$ cat src/rtl/base58_decode_to_bytes_defines.svh
// Assertion macros for the base58 decoder.
// Used by the top level only; expects clk and arst_n in the including scope.
`ifndef BASE58_DECODE_TO_BYTES_DEFINES_SVH
`define BASE58_DECODE_TO_BYTES_DEFINES_SVH

// Consequent must hold in the same cycle as the antecedent.
`define B58D_ASSERT_NOW(label, ante, cons, msg) \
	label: assert property (@(posedge clk) disable iff (!arst_n) (ante) |-> (cons)) \
		else $error(msg);

// Consequent must hold in the cycle after the antecedent.
`define B58D_ASSERT_NEXT(label, ante, cons, msg) \
	label: assert property (@(posedge clk) disable iff (!arst_n) (ante) |=> (cons)) \
		else $error(msg);

`endif

$ cat src/rtl/b58d_pkg.sv
// Shared types and constants of the base58 decoder.
// No dependencies; used by every module of the block.
`default_nettype none

package b58d_pkg;

	localparam int OUT_BYTES   = 64;
	localparam int MAX_CHARS   = 88;
	localparam int RADIX       = 58;
	localparam int CHUNK_BYTES = 8;
	localparam int NUM_CHUNKS  = OUT_BYTES / CHUNK_BYTES;
	localparam int ACC_W       = OUT_BYTES * 8;
	localparam int CHUNK_W     = CHUNK_BYTES * 8;
	localparam int CHUNK_CNT_W = (NUM_CHUNKS > 1) ? $clog2(NUM_CHUNKS) : 1;
	localparam int COUNT_W     = $clog2(MAX_CHARS + 2);
	localparam int DIGIT_W     = 6;
	localparam int IDX_W       = 6;
	localparam int QUEUE_DEPTH = 4;
	localparam int QPTR_W      = $clog2(QUEUE_DEPTH);

	typedef struct packed {
		logic [7:0] char_code;
		logic       last_char;
	} in_item_t;

	typedef struct packed {
		logic [7:0]       out_byte;
		logic [IDX_W-1:0] byte_index;
		logic             final_result;
		logic             invalid;
	} out_item_t;

	// Classified character as it travels from the front end to the back end.
	typedef struct packed {
		logic [DIGIT_W-1:0] digit;
		logic               err;
		logic               last;
	} q_entry_t;

	typedef struct packed {
		logic               valid;
		logic [DIGIT_W-1:0] value;
	} digit_t;

	// Maps a character byte to its digit value in the common alphabet.
	function automatic digit_t digit_of(input logic [7:0] c);
		digit_t r;
		begin
			r.valid = 1'b1;
			if (c >= 8'h31 && c <= 8'h39) begin
				r.value = DIGIT_W'(c - 8'h31);
			end else if (c >= 8'h41 && c <= 8'h48) begin
				r.value = DIGIT_W'(c - 8'h41 + 8'd9);
			end else if (c >= 8'h4a && c <= 8'h4e) begin
				r.value = DIGIT_W'(c - 8'h4a + 8'd17);
			end else if (c >= 8'h50 && c <= 8'h5a) begin
				r.value = DIGIT_W'(c - 8'h50 + 8'd22);
			end else if (c >= 8'h61 && c <= 8'h6b) begin
				r.value = DIGIT_W'(c - 8'h61 + 8'd33);
			end else if (c >= 8'h6d && c <= 8'h7a) begin
				r.value = DIGIT_W'(c - 8'h6d + 8'd44);
			end else begin
				r.valid = 1'b0;
				r.value = '0;
			end
			return r;
		end
	endfunction

endpackage

`default_nettype wire

$ cat src/rtl/b58d_front.sv
// Front end: accepts characters, maps them to digits and tracks string length.
// Depends on b58d_pkg.
`default_nettype none

module b58d_front (
	input  wire logic               clk,
	input  wire logic               arst_n,
	input  wire logic               in_valid,
	output logic                    in_ready,
	input  wire b58d_pkg::in_item_t in_data,
	input  wire logic               q_full,
	output logic                    push,
	output b58d_pkg::q_entry_t      push_entry
);

	logic [b58d_pkg::COUNT_W-1:0] count_q;
	logic [b58d_pkg::COUNT_W-1:0] count_next;
	b58d_pkg::digit_t             dig;
	logic                         too_long;

	assign in_ready = !q_full;
	assign push     = in_valid && in_ready;

	// The count saturates one above the limit.
	always_comb begin
		if (count_q <= b58d_pkg::COUNT_W'(b58d_pkg::MAX_CHARS)) begin
			count_next = count_q + 1'b1;
		end else begin
			count_next = count_q;
		end
		too_long = count_next > b58d_pkg::COUNT_W'(b58d_pkg::MAX_CHARS);
		dig      = b58d_pkg::digit_of(in_data.char_code);
		push_entry.digit = dig.value;
		push_entry.err   = too_long || !dig.valid;
		push_entry.last  = in_data.last_char;
	end

	always_ff @(posedge clk or negedge arst_n) begin
		if (!arst_n) begin
			count_q <= '0;
		end else if (push) begin
			count_q <= in_data.last_char ? '0 : count_next;
		end
	end

endmodule

`default_nettype wire

$ cat src/rtl/b58d_queue.sv
// Short queue of classified characters between the front and back ends.
// Depends on b58d_pkg.
`default_nettype none

module b58d_queue (
	input  wire logic               clk,
	input  wire logic               arst_n,
	input  wire logic               push,
	input  wire b58d_pkg::q_entry_t push_entry,
	output logic                    full,
	input  wire logic               pop,
	output logic                    nonempty,
	output b58d_pkg::q_entry_t      head
);

	b58d_pkg::q_entry_t          slots_q [b58d_pkg::QUEUE_DEPTH];
	logic [b58d_pkg::QPTR_W-1:0] wr_ptr_q;
	logic [b58d_pkg::QPTR_W-1:0] rd_ptr_q;
	logic [b58d_pkg::QPTR_W:0]   fill_q;

	assign full     = fill_q == (b58d_pkg::QPTR_W + 1)'(b58d_pkg::QUEUE_DEPTH);
	assign nonempty = fill_q != '0;
	assign head     = slots_q[rd_ptr_q];

	always_ff @(posedge clk) begin
		if (push) begin
			slots_q[wr_ptr_q] <= push_entry;
		end
	end

	always_ff @(posedge clk or negedge arst_n) begin
		if (!arst_n) begin
			wr_ptr_q <= '0;
			rd_ptr_q <= '0;
			fill_q   <= '0;
		end else begin
			if (push) begin
				wr_ptr_q <= wr_ptr_q + 1'b1;
			end
			if (pop) begin
				rd_ptr_q <= rd_ptr_q + 1'b1;
			end
			if (push && !pop) begin
				fill_q <= fill_q + 1'b1;
			end else if (pop && !push) begin
				fill_q <= fill_q - 1'b1;
			end
		end
	end

endmodule

`default_nettype wire

$ cat src/rtl/b58d_back.sv
// Back end: multiply-accumulate over the 64-byte accumulator, then result output.
// Depends on b58d_pkg.
`default_nettype none

module b58d_back (
	input  wire logic               clk,
	input  wire logic               arst_n,
	input  wire logic               q_nonempty,
	input  wire b58d_pkg::q_entry_t q_head,
	output logic                    q_pop,
	output logic                    out_valid,
	input  wire logic               out_ready,
	output b58d_pkg::out_item_t     out_data
);

	localparam logic [1:0] ST_IDLE = 2'd0;
	localparam logic [1:0] ST_MUL  = 2'd1;
	localparam logic [1:0] ST_EMIT = 2'd2;

	localparam int CARRY_W = 6;
	localparam int PROD_W  = 14;

	typedef struct packed {
		logic [b58d_pkg::CHUNK_W-1:0] word;
		logic [CARRY_W-1:0]           carry;
	} chunk_res_t;

	// Multiplies one chunk by the radix, least significant byte first.
	function automatic chunk_res_t mul_chunk(input logic [b58d_pkg::CHUNK_W-1:0] w,
	                                         input logic [CARRY_W-1:0] cin);
		chunk_res_t        r;
		logic [PROD_W-1:0] t;
		logic [CARRY_W-1:0] c;
		begin
			c = cin;
			for (int i = 0; i < b58d_pkg::CHUNK_BYTES; i++) begin
				t = PROD_W'(w[i*8 +: 8]) * PROD_W'(b58d_pkg::RADIX) + PROD_W'(c);
				r.word[i*8 +: 8] = t[7:0];
				c = t[8 +: CARRY_W];
			end
			r.carry = c;
			return r;
		end
	endfunction

	logic [1:0]                       state_q;
	logic [b58d_pkg::ACC_W-1:0]       acc_q;
	logic [CARRY_W-1:0]               carry_q;
	logic [b58d_pkg::CHUNK_CNT_W-1:0] chunk_q;
	logic                             last_q;
	logic                             error_q;
	logic [b58d_pkg::IDX_W-1:0]       emit_idx_q;
	logic                             out_valid_q;
	b58d_pkg::out_item_t              out_q;

	chunk_res_t mul;
	logic       mul_done;
	logic       err_eff;
	logic       slot_free;

	always_comb begin
		mul       = mul_chunk(acc_q[b58d_pkg::CHUNK_W-1:0], carry_q);
		mul_done  = (state_q == ST_MUL) &&
		            (chunk_q == b58d_pkg::CHUNK_CNT_W'(b58d_pkg::NUM_CHUNKS - 1));
		// A carry out of the top chunk is an overflow of the whole accumulator.
		err_eff   = error_q || (mul_done && (mul.carry != '0));
		slot_free = !out_valid_q || out_ready;
		q_pop     = q_nonempty && ((state_q == ST_IDLE) || (mul_done && !last_q));
	end

	assign out_valid = out_valid_q;
	assign out_data  = out_q;

	always_ff @(posedge clk or negedge arst_n) begin
		if (!arst_n) begin
			state_q     <= ST_IDLE;
			acc_q       <= '0;
			carry_q     <= '0;
			chunk_q     <= '0;
			last_q      <= 1'b0;
			error_q     <= 1'b0;
			emit_idx_q  <= '0;
			out_valid_q <= 1'b0;
			out_q       <= '0;
		end else begin
			if (out_valid_q && out_ready) begin
				out_valid_q <= 1'b0;
			end
			case (state_q)
				ST_IDLE: begin
				end
				ST_MUL: begin
					// The processed chunk rotates in at the top, so order is restored
					// after a full pass.
					acc_q   <= {mul.word, acc_q[b58d_pkg::ACC_W-1:b58d_pkg::CHUNK_W]};
					carry_q <= mul.carry;
					chunk_q <= chunk_q + 1'b1;
					if (mul_done) begin
						error_q <= err_eff;
						chunk_q <= '0;
						state_q <= last_q ? ST_EMIT : ST_IDLE;
					end
				end
				ST_EMIT: begin
					if (slot_free) begin
						out_valid_q <= 1'b1;
						if (error_q) begin
							out_q.out_byte     <= '0;
							out_q.byte_index   <= '0;
							out_q.final_result <= 1'b1;
							out_q.invalid      <= 1'b1;
							acc_q              <= '0;
							error_q            <= 1'b0;
							state_q            <= ST_IDLE;
						end else begin
							out_q.out_byte     <= acc_q[b58d_pkg::ACC_W-1 -: 8];
							out_q.byte_index   <= emit_idx_q;
							out_q.final_result <=
								emit_idx_q == b58d_pkg::IDX_W'(b58d_pkg::OUT_BYTES - 1);
							out_q.invalid      <= 1'b0;
							// Shifting out bytes leaves the accumulator cleared at the end.
							acc_q      <= {acc_q[b58d_pkg::ACC_W-9:0], 8'h00};
							emit_idx_q <= emit_idx_q + 1'b1;
							if (emit_idx_q == b58d_pkg::IDX_W'(b58d_pkg::OUT_BYTES - 1)) begin
								emit_idx_q <= '0;
								state_q    <= ST_IDLE;
							end
						end
					end
				end
				default: begin
					state_q <= ST_IDLE;
				end
			endcase
			if (q_pop) begin
				if (err_eff || q_head.err) begin
					// After an error the rest of the string is only counted off.
					error_q <= 1'b1;
					state_q <= q_head.last ? ST_EMIT : ST_IDLE;
				end else begin
					carry_q <= q_head.digit;
					last_q  <= q_head.last;
					chunk_q <= '0;
					state_q <= ST_MUL;
				end
			end
		end
	end

endmodule

`default_nettype wire

$ cat src/rtl/base58_decode_to_bytes.sv
// Base58 text decoder producing a 64-byte big-endian value per string, top level.
// Depends on b58d_pkg, b58d_front, b58d_queue, b58d_back and the defines header.
//
// Characters arrive one item at a time; last_char marks the end of a string. Each
// valid character passes through the back end, where a single 8-byte slice
// multiplies the accumulator by 58 one chunk per cycle; the next character is taken
// from the queue while the last chunk is multiplied. A 4-entry queue lets the front
// end keep accepting items meanwhile. A string ends with 64 result items, most
// significant byte first, one per cycle while out_ready is high, or with a single
// item flagged invalid when the string was longer than 88 characters, held a
// character outside the alphabet or overflowed.
`default_nettype none
`include "base58_decode_to_bytes_defines.svh"

module base58_decode_to_bytes (
	input  wire logic                clk,
	input  wire logic                arst_n,
	input  wire logic                in_valid,
	output logic                     in_ready,
	input  wire b58d_pkg::in_item_t  in_data,
	output logic                     out_valid,
	input  wire logic                out_ready,
	output b58d_pkg::out_item_t      out_data
);

	logic               q_full;
	logic               q_push;
	b58d_pkg::q_entry_t q_push_entry;
	logic               q_pop;
	logic               q_nonempty;
	b58d_pkg::q_entry_t q_head;

	b58d_front u_front (
		.clk        (clk),
		.arst_n     (arst_n),
		.in_valid   (in_valid),
		.in_ready   (in_ready),
		.in_data    (in_data),
		.q_full     (q_full),
		.push       (q_push),
		.push_entry (q_push_entry)
	);

	b58d_queue u_queue (
		.clk        (clk),
		.arst_n     (arst_n),
		.push       (q_push),
		.push_entry (q_push_entry),
		.full       (q_full),
		.pop        (q_pop),
		.nonempty   (q_nonempty),
		.head       (q_head)
	);

	b58d_back u_back (
		.clk        (clk),
		.arst_n     (arst_n),
		.q_nonempty (q_nonempty),
		.q_head     (q_head),
		.q_pop      (q_pop),
		.out_valid  (out_valid),
		.out_ready  (out_ready),
		.out_data   (out_data)
	);

	`B58D_ASSERT_NOW(a_pop_needs_entry, q_pop, q_nonempty, "pop from an empty queue")

	`B58D_ASSERT_NOW(a_invalid_is_single, out_valid && out_data.invalid,
		out_data.final_result && (out_data.out_byte == 8'h00),
		"invalid result is not a lone final item")

	`B58D_ASSERT_NOW(a_final_at_last_byte,
		out_valid && out_data.final_result && !out_data.invalid,
		out_data.byte_index == b58d_pkg::IDX_W'(b58d_pkg::OUT_BYTES - 1),
		"final result before the last byte")

	`B58D_ASSERT_NEXT(a_byte_order,
		out_valid && out_ready && !out_data.final_result && !out_data.invalid,
		!out_valid || (!out_data.invalid && (out_data.byte_index != 6'd0)),
		"byte sequence broken")

endmodule

`default_nettype wire

$ cat config.mk
export PLATFORM = sky130hd
export DESIGN_NAME = base58_decode_to_bytes
export DESIGN_NICKNAME = d
export VERILOG_FILES = /design/src/rtl/b58d_pkg.sv /design/src/rtl/b58d_front.sv /design/src/rtl/b58d_queue.sv /design/src/rtl/b58d_back.sv /design/src/rtl/base58_decode_to_bytes.sv
export VERILOG_INCLUDE_DIRS = /design/src /design/src/rtl
export SDC_FILE = /design/constraint.sdc
export NUM_CORES = 2
export LEC_CHECK = 0
export BUFFER_PORTS_ARGS = -buffer_cell sky130_fd_sc_hd__clkbuf_2
export CORE_MARGIN = 10
export CORE_UTILIZATION = 57
export CTS_BUF_LIST = sky130_fd_sc_hd__clkbuf_16
export CTS_CLUSTER_DIAMETER = 40
export DETAILED_ROUTE_END_ITERATION = 6
export PLACE_DENSITY_LB_ADDON = 0.25
export SYNTH_ARGS = -nofsm -noshare
export SYNTH_HDL_FRONTEND = slang
export SYNTH_SLANG_ARGS = --single-unit
$ cat constraint.sdc
create_clock -name clk -period 35.7 [get_ports clk]
set_clock_uncertainty 0.1 [all_clocks]
set_input_delay 3.57 -clock clk [delete_from_list [all_inputs] [get_ports clk]]
set_output_delay 3.57 -clock clk [all_outputs]
set_load 0.02 [all_outputs]
# Word-level counts from Yosys, hierarchy flattened
# Memories as Yosys holds them, arrays and structs flattened.
# Index checks and enable logic that the tools add are counted.
# W data, S select, Z words.
totals:
  reg_bits: 562
  ram_bits: 32
  inputBits: 13
  out_inout_bits: 18
  elab_cells: 159
  memories: 1
mem_list:
  columns: ["name", "words", "word_bits", "rd", "rd_clocked_by_memory_dff", "write_ports", "line_no", "rtl"]
  rows:
  - ["u_queue.slots_q", 4, 8, 1, 0, 1, "b58d_queue.sv:16", "b58d_pkg::q_entry_t slots_q [b58d_pkg::QUEUE_DEPTH];"]
classes:
  n_addsub: 26
  mul: 8
  magnitude_cmp: 14
  eq_ne: 10
  mux: 47
  bitwise: 2
  reduce_logical: 35
op_table:
  columns: ["cell", "count"]
  rows:
  - ["$mux W512", 2]
  - ["$pmux W512 S2", 1]
  - ["$add A14 B6 Y14", 8]
  - ["$mul A8 B5 Y13 const B", 8]
  - ["$mux W6", 10]
  - ["$ge A8 B7 Y1 const B", 5]
  - ["$le A8 B7 Y1 const B", 5]
  - ["$mux W3", 6]
  - ["$sub A6 B6 Y6 const B", 3]
  - ["$mux W16", 1]
  - ["$mux W2", 8]
  - ["$mux W1", 15]
  - ["$logic_and A1 B1 Y1", 14]
  - ["$mux W7", 2]
  - ["$add A6 B5 Y6 const B", 2]
  - ["$add A6 B6 Y6 const B", 2]
  - ["$ge A8 B6 Y1 const B", 1]
  - ["$le A8 B6 Y1 const B", 1]
  - ["$add A7 B1 Y7 const B", 1]
  - ["$gt A7 B7 Y1 const B", 1]
  - ["$le A7 B7 Y1 const B", 1]
  - ["$add A3 B1 Y3 const B", 2]
  - ["$add A6 B1 Y6 const B", 1]
  - ["$add A6 B4 Y6 const B", 1]
  - ["25 further kinds", 41]

# Depth between registers and ports, before layout
logic_depth:
  word_depth: 16
  ltp_mapped: 85
  mapped_depth_nobuf: 85

# By module
# A second synthesis with hierarchy kept.
unflattened:
  cells_unflattened: 3714
  area_unflattened_um2: 35821.9
by_module_without_submodules:
  columns: ["module", "instances", "cells_each", "area_each_um2", "seq_area_each_um2"]
  rows:
  - ["b58d_back", 1, 3472, 32970.4, 13713.2]
  - ["b58d_queue", 1, 76, 1549.0, 1136.1]
  - ["b58d_front", 1, 166, 1302.5, 175.2]

# Worst setup path after synthesis
# No wires, ideal clock.
synth_timing:
  path_type: "flip-flop to flip-flop"
  startpoint: "register u_back.acc_q[1] in the netlist's numbering"
  endpoint: "register u_back.carry_q[0]"
  setup_ns: 0.125
  arrival_time_ns: 14.327
  required_ns: 35.475
  slack_ns: 21.148
  stages_incl_launch_ff: 80
  n_path_buf: 0
  synth_period_minus_slack_ns: 14.552
  path_cell_list: "dfrtp_1 > inv_1 > fa_1 > inv_1 > ha_1 > fa_1 > ha_1 > a211oi_1 > nor2_1 > o31ai_1 > a21boi_0 > nor3b_1 > xor2_1 > ha_1 > nor2b_1 > o21ai_0 > nand2_1 > and2_1 > (+44 left out) > inv_1 > fa_1 > nor2b_1 > o21ai_0 > nand2b_1 > a21oi_1 > or2_2 > nor3b_1 > xor2_1 > ha_1 > o21ai_0 > o21ba_2 > o21a_1 > o22ai_1 > mux2i_1 > a41oi_1 > a21boi_4 > mux2_2"
synth_via:
  elab_chain_cells: 15
  elab_cells_between_ends: 16
  classes_between: "add/sub (8); mul (1); mux (3); reduce/logical (4)"
synth_rtl:
  columns: ["element", "line_no", "rtl"]
  rows:
  - ["from (decl)", "b58d_back.sv:47", "logic [b58d_pkg::ACC_W-1:0] acc_q;"]
  - ["from (signal assigned)", "b58d_back.sv:95", "acc_q <= {mul.word, acc_q[b58d_pkg::ACC_W-1:b58d_pkg::CHUNK_W]};"]
  - ["from (signal assigned)", "b58d_back.sv:122", "acc_q <= {acc_q[b58d_pkg::ACC_W-9:0], 8'h00};"]
  - ["$mul A8 B5 Y13 *", "b58d_back.sv:37", "t = PROD_W'(w[i*8 +: 8]) * PROD_W'(b58d_pkg::RADIX) + PROD_W'(c);"]
  - ["$add A14 B6 Y14 * (8 in series)", "b58d_back.sv:37", null]
  - ["$reduce_bool A6 Y1", "b58d_back.sv:66", "err_eff = error_q || (mul_done && (mul.carry != '0));"]
  - ["$logic_and A1 B1 Y1", "b58d_back.sv:66", null]
  - ["$logic_or A1 B1 Y1", "b58d_back.sv:66", null]
  - ["$logic_or A1 B1 Y1", "b58d_back.sv:136", "if (err_eff || q_head.err) begin"]
  - ["$mux W6", "b58d_back.sv:136", null]
  - ["$mux W6 *", "b58d_back.sv:135", "if (q_pop) begin"]
  - ["to (signal assigned)", "b58d_back.sv:96", "carry_q <= mul.carry;"]
  - ["to (signal assigned)", "b58d_back.sv:141", "carry_q <= q_head.digit;"]
  - ["to (decl)", "b58d_back.sv:48", "logic [CARRY_W-1:0] carry_q;"]
# Every way passes the cells marked *; elsewhere a longest branch is shown, timed or not.
# A chain may end at the register's enable or synchronous reset.

# Worst setup path in the final report
layout_timing:
  startpoint: "register u_back.acc_q[1] in the netlist's numbering"
  endpoint: "register u_back.carry_q[3]"
# The elaborated chain is that of the path after synthesis.

==> flow_results.org <==
** Outcome
- Result of the run :: complete, no violations

** STA
- Final count of pins violating max slew :: 0
- Static timing analysis puts the maximum clock frequency at 60.9 MHz.
- Worst rel slew slack :: 0.150
- Dividing the final minimum period by the clock period gives 0.460.
- Transition time of the tightest slew-check pin :: 1.27 ns
- Unrepaired setup endpoints after global routing :: no
- Setup violations remaining at the end of the flow were counted as 0.
- Hold_ws :: 0.400 ns
- TNS Setup :: 0 ns
- The final-report hold violation count came to 0.
- Final Critical Period :: 16.43 ns

** Setup path
- CP max stage delay :: 0.55 ns
- Startpoint class of the critical path :: flop
- At the worst endpoint, the arrival time is 16.85 ns.
- The critical path in this run is classified as flop to flop.
- Data on the critical path is required at its endpoint by 36.13 ns.
- The slowest stage of the critical path belongs to the cell sky130_fd_sc_hd__fa_1.
- STA classifies the critical path endpoint as a flop.
- Crit Path Max Fanout :: 8

** Logic synthesis
- Most used DFF post-synth :: sky130_fd_sc_hd__dfrtp_1
- Synthesized netlist cell count :: 3699
- Combined area of all synthesized cells :: 0.0354 mm^2
- Async SR Flop Fraction :: 0.946
- The number of nets handed over by synthesis was 4082.
- Yosys mapped a number of flops with a built-in enable equal to 32.
- Warnings, synthesis :: 0
- For this run, the register share of the synthesized area comes to 0.425.
- In this run, synthesis produced a sequential element count of 594.
- Averaged over all synthesized cells, the footprint is 9.56 um^2.
- Netlist cell types :: 78

** Floorplanning
- The core region is 0.0616 mm^2.
- The initial utilization of the core area, before any placement, comes to 0.574.
- The die covers 0.0724 mm^2.
- For this design the top-level I/O count stands at 31.
- Measured along the y axis, the die boundary spans 269 um.
- After floorplanning, the core was divided into 91 placement rows.
- The floorplan step set the die width to 269 um.

** Route
- Detailed Routing Iterations Pass 1 :: 5
- The routed design has 90300 um of wire.
- Residual antenna-violating net count after detailed routing :: 0
- In the final routed layout, each cell accounts on average for 19.9 um.
- In the routed layout, each cell is associated on average with a via count of 6.13.
- Total via count in the routed design :: 27.8k
- In the detailed route, the total length drawn on met2 is 42300 um.
- In this run the top signal layer used is met4.
- Routed met1 length :: 40400 um
- In the detailed route, the total length drawn on met3 is 5190 um.
- In this run, the number of DRC markers left after iteration 0 of detailed routing was 2973.
- After detailed routing, the number of remaining DRC violations is 0.

** Clocking
- The clock passes through at most 3 buffers.
- After clock tree synthesis, the setup repair step added 0 buffers.
- The number of hold buffers added after CTS was 0.
- Root Buffer Master :: sky130_fd_sc_hd__clkbuf_16
- Count of clock tree sinks :: 594
- TritonCTS clock tree :: built
- Number of instances resized during post-cts repair :: 0
- Clock Pin Slew Worst Setup and Hold Paths :: 0.05 ns
- CTS H-Tree Depth :: 3
- Clk Latency, worst-skew pair :: 0.65 ns
- TritonCTS created 97 clock buffers.

** Worst hold path
- The tightest min-delay check is of the flop to flop type.

** Placed design
- Sum of net half-perimeters after detailed placement :: 60600 um
- During placement, the flow inserted port buffers numbering 30.
- Placed standard-cell area :: 0.0359 mm^2
- The congestion estimate from routability-driven global placement came to 0.925.

** Global routing
- The total overflow left after global routing is 0.
- Via count of the first global-routing pass :: 26.3k
- The first global-routing pass estimated 146000 um of wire.
- Initial antenna violation count :: 0
- Entering global routing, the biggest net connects 230 pins.
- In the global route stage, overall resource usage came out at 0.252.

** Layout
- Net total in the final layout :: 3996
- Syn-to-layout area delta :: 11.1%
- Final Cell Area :: 0.0393 mm^2
- Fraction of layout cells with a size suffix above 1 :: 0.0711
- Count of antenna diodes in the layout :: 0

** Flow run
- Max cap viols :: 0
## synth_stat cells, drive strengths merged, types with 17 or more instances
cell type    n  area (um^2)
a21oi      134          678
dfrtp      562        14100
nor2b       27          169
nor3        28          145
a221oi     450         3940
fa          97         1940
edfxtp      32          961
a21o        28          213
a211oi      17          140
ha         273         3420
xnor2       74          656
nand2      127          477
nand3       23          115
o21ai      124          624
a22oi       23          173
nor2       954         3580
xor2        59          524
inv        218          818
clkbuf     228          856
## layer usage
metal  vias up  global-route usage
met5         -                   0
met2       706               0.394
li1      13012                   -
met1     13928               0.359
met3       135              0.0385
met4         0              0.0706
## layout by cell type, fill, tap and decap left out, types with 29 or more instances in the layout
cell                        Yosys  routed
sky130_fd_sc_hd__a21oi_1      132     132
sky130_fd_sc_hd__a221oi_1     450     450
sky130_fd_sc_hd__clkbuf_16      0     100
sky130_fd_sc_hd__clkbuf_2       0      29
sky130_fd_sc_hd__dfrtp_1      562     562
sky130_fd_sc_hd__edfxtp_1      32      32
sky130_fd_sc_hd__fa_1          97      97
sky130_fd_sc_hd__ha_1         273     272
sky130_fd_sc_hd__inv_1        218     222
sky130_fd_sc_hd__nand2_1      127     126
sky130_fd_sc_hd__nor2_1       954     953
sky130_fd_sc_hd__o21ai_0      122     122
sky130_fd_sc_hd__xnor2_1       73      73
sky130_fd_sc_hd__xor2_1        58      58
## cell families after synthesis
kind of cell               count (synthesis)  synth area share
and+or+nand+nor                         1234             0.141
buffers and inverters                    458            0.0487
AOI/OAI and AO/OA                        882             0.187
muxes                                     21           0.00913
xor gates and xnor gates                 139            0.0372
adders and majority gates                371             0.152
DFF                                      594             0.425
## path summary, 6_finish.rpt
check,from,endpoint,slack [ns],depth (start not counted)
setup / recovery,u_back.acc_q[1],u_back.carry_q[3],19.27,79
hold / removal,u_back.out_data[9],u_back.out_data[9],0.40,1
setup reg to reg,u_back.acc_q[1],u_back.carry_q[3],19.27,79
hold reg to reg,u_back.out_data[9],u_back.out_data[9],0.40,1
max in group asynchronous,arst_n,u_back.acc_q[128],29.52,4
min in group asynchronous,arst_n,u_back.acc_q[290],2.84,1
## area by class of cell
type                       instances  area (um^2)
sequential                       594        15000
clock buffer                     100         2500
timing repair buffer              54          390
tap                              837         1050
inverter                         219          830
fill                            5087        22300
multi-input combinational       2647        18600
clock inverter                    83          867
## registers in the layout, indices dropped and copies added (netlist names)
| name | cells |
|---|---|
| u_back.acc_q | 512 |
| u_queue.slots_q | 32 |
| u_back.out_data | 16 |
| u_front.count_q | 7 |
| u_back.carry_q | 6 |
| u_back.emit_idx_q | 6 |
| u_back.chunk_q | 3 |
| u_queue.fill_q | 3 |
| u_back.state_q | 2 |
| u_queue.rd_ptr_q | 2 |
| u_queue.wr_ptr_q | 2 |
| u_back.error_q | 1 |
| u_back.last_q | 1 |
| u_back.out_valid | 1 |
## metrics by stage
stage               std cells  setup WS, ns  utilization
detailed placement       4351         19.55        0.583
global placement         4351         19.92        0.583
finish                   4534         19.27        0.638
CTS                      4534         19.38        0.638
floorplan                3699         21.15            -
global route             4534         17.81        0.638
## critical path, delay by kind of cell (launching register included)
kind	cells	cell delay [ns]
compound gates	23	4.56
xor+xnor	7	1.15
fa+ha+maj	16	5.17
buf+inv	9	0.62
flops	1	0.44
mux	2	0.64
simple gates	22	3.64
Power is not shown: default switching activity piles up to over one toggle a cycle in this logic, so the estimate is an artifact.
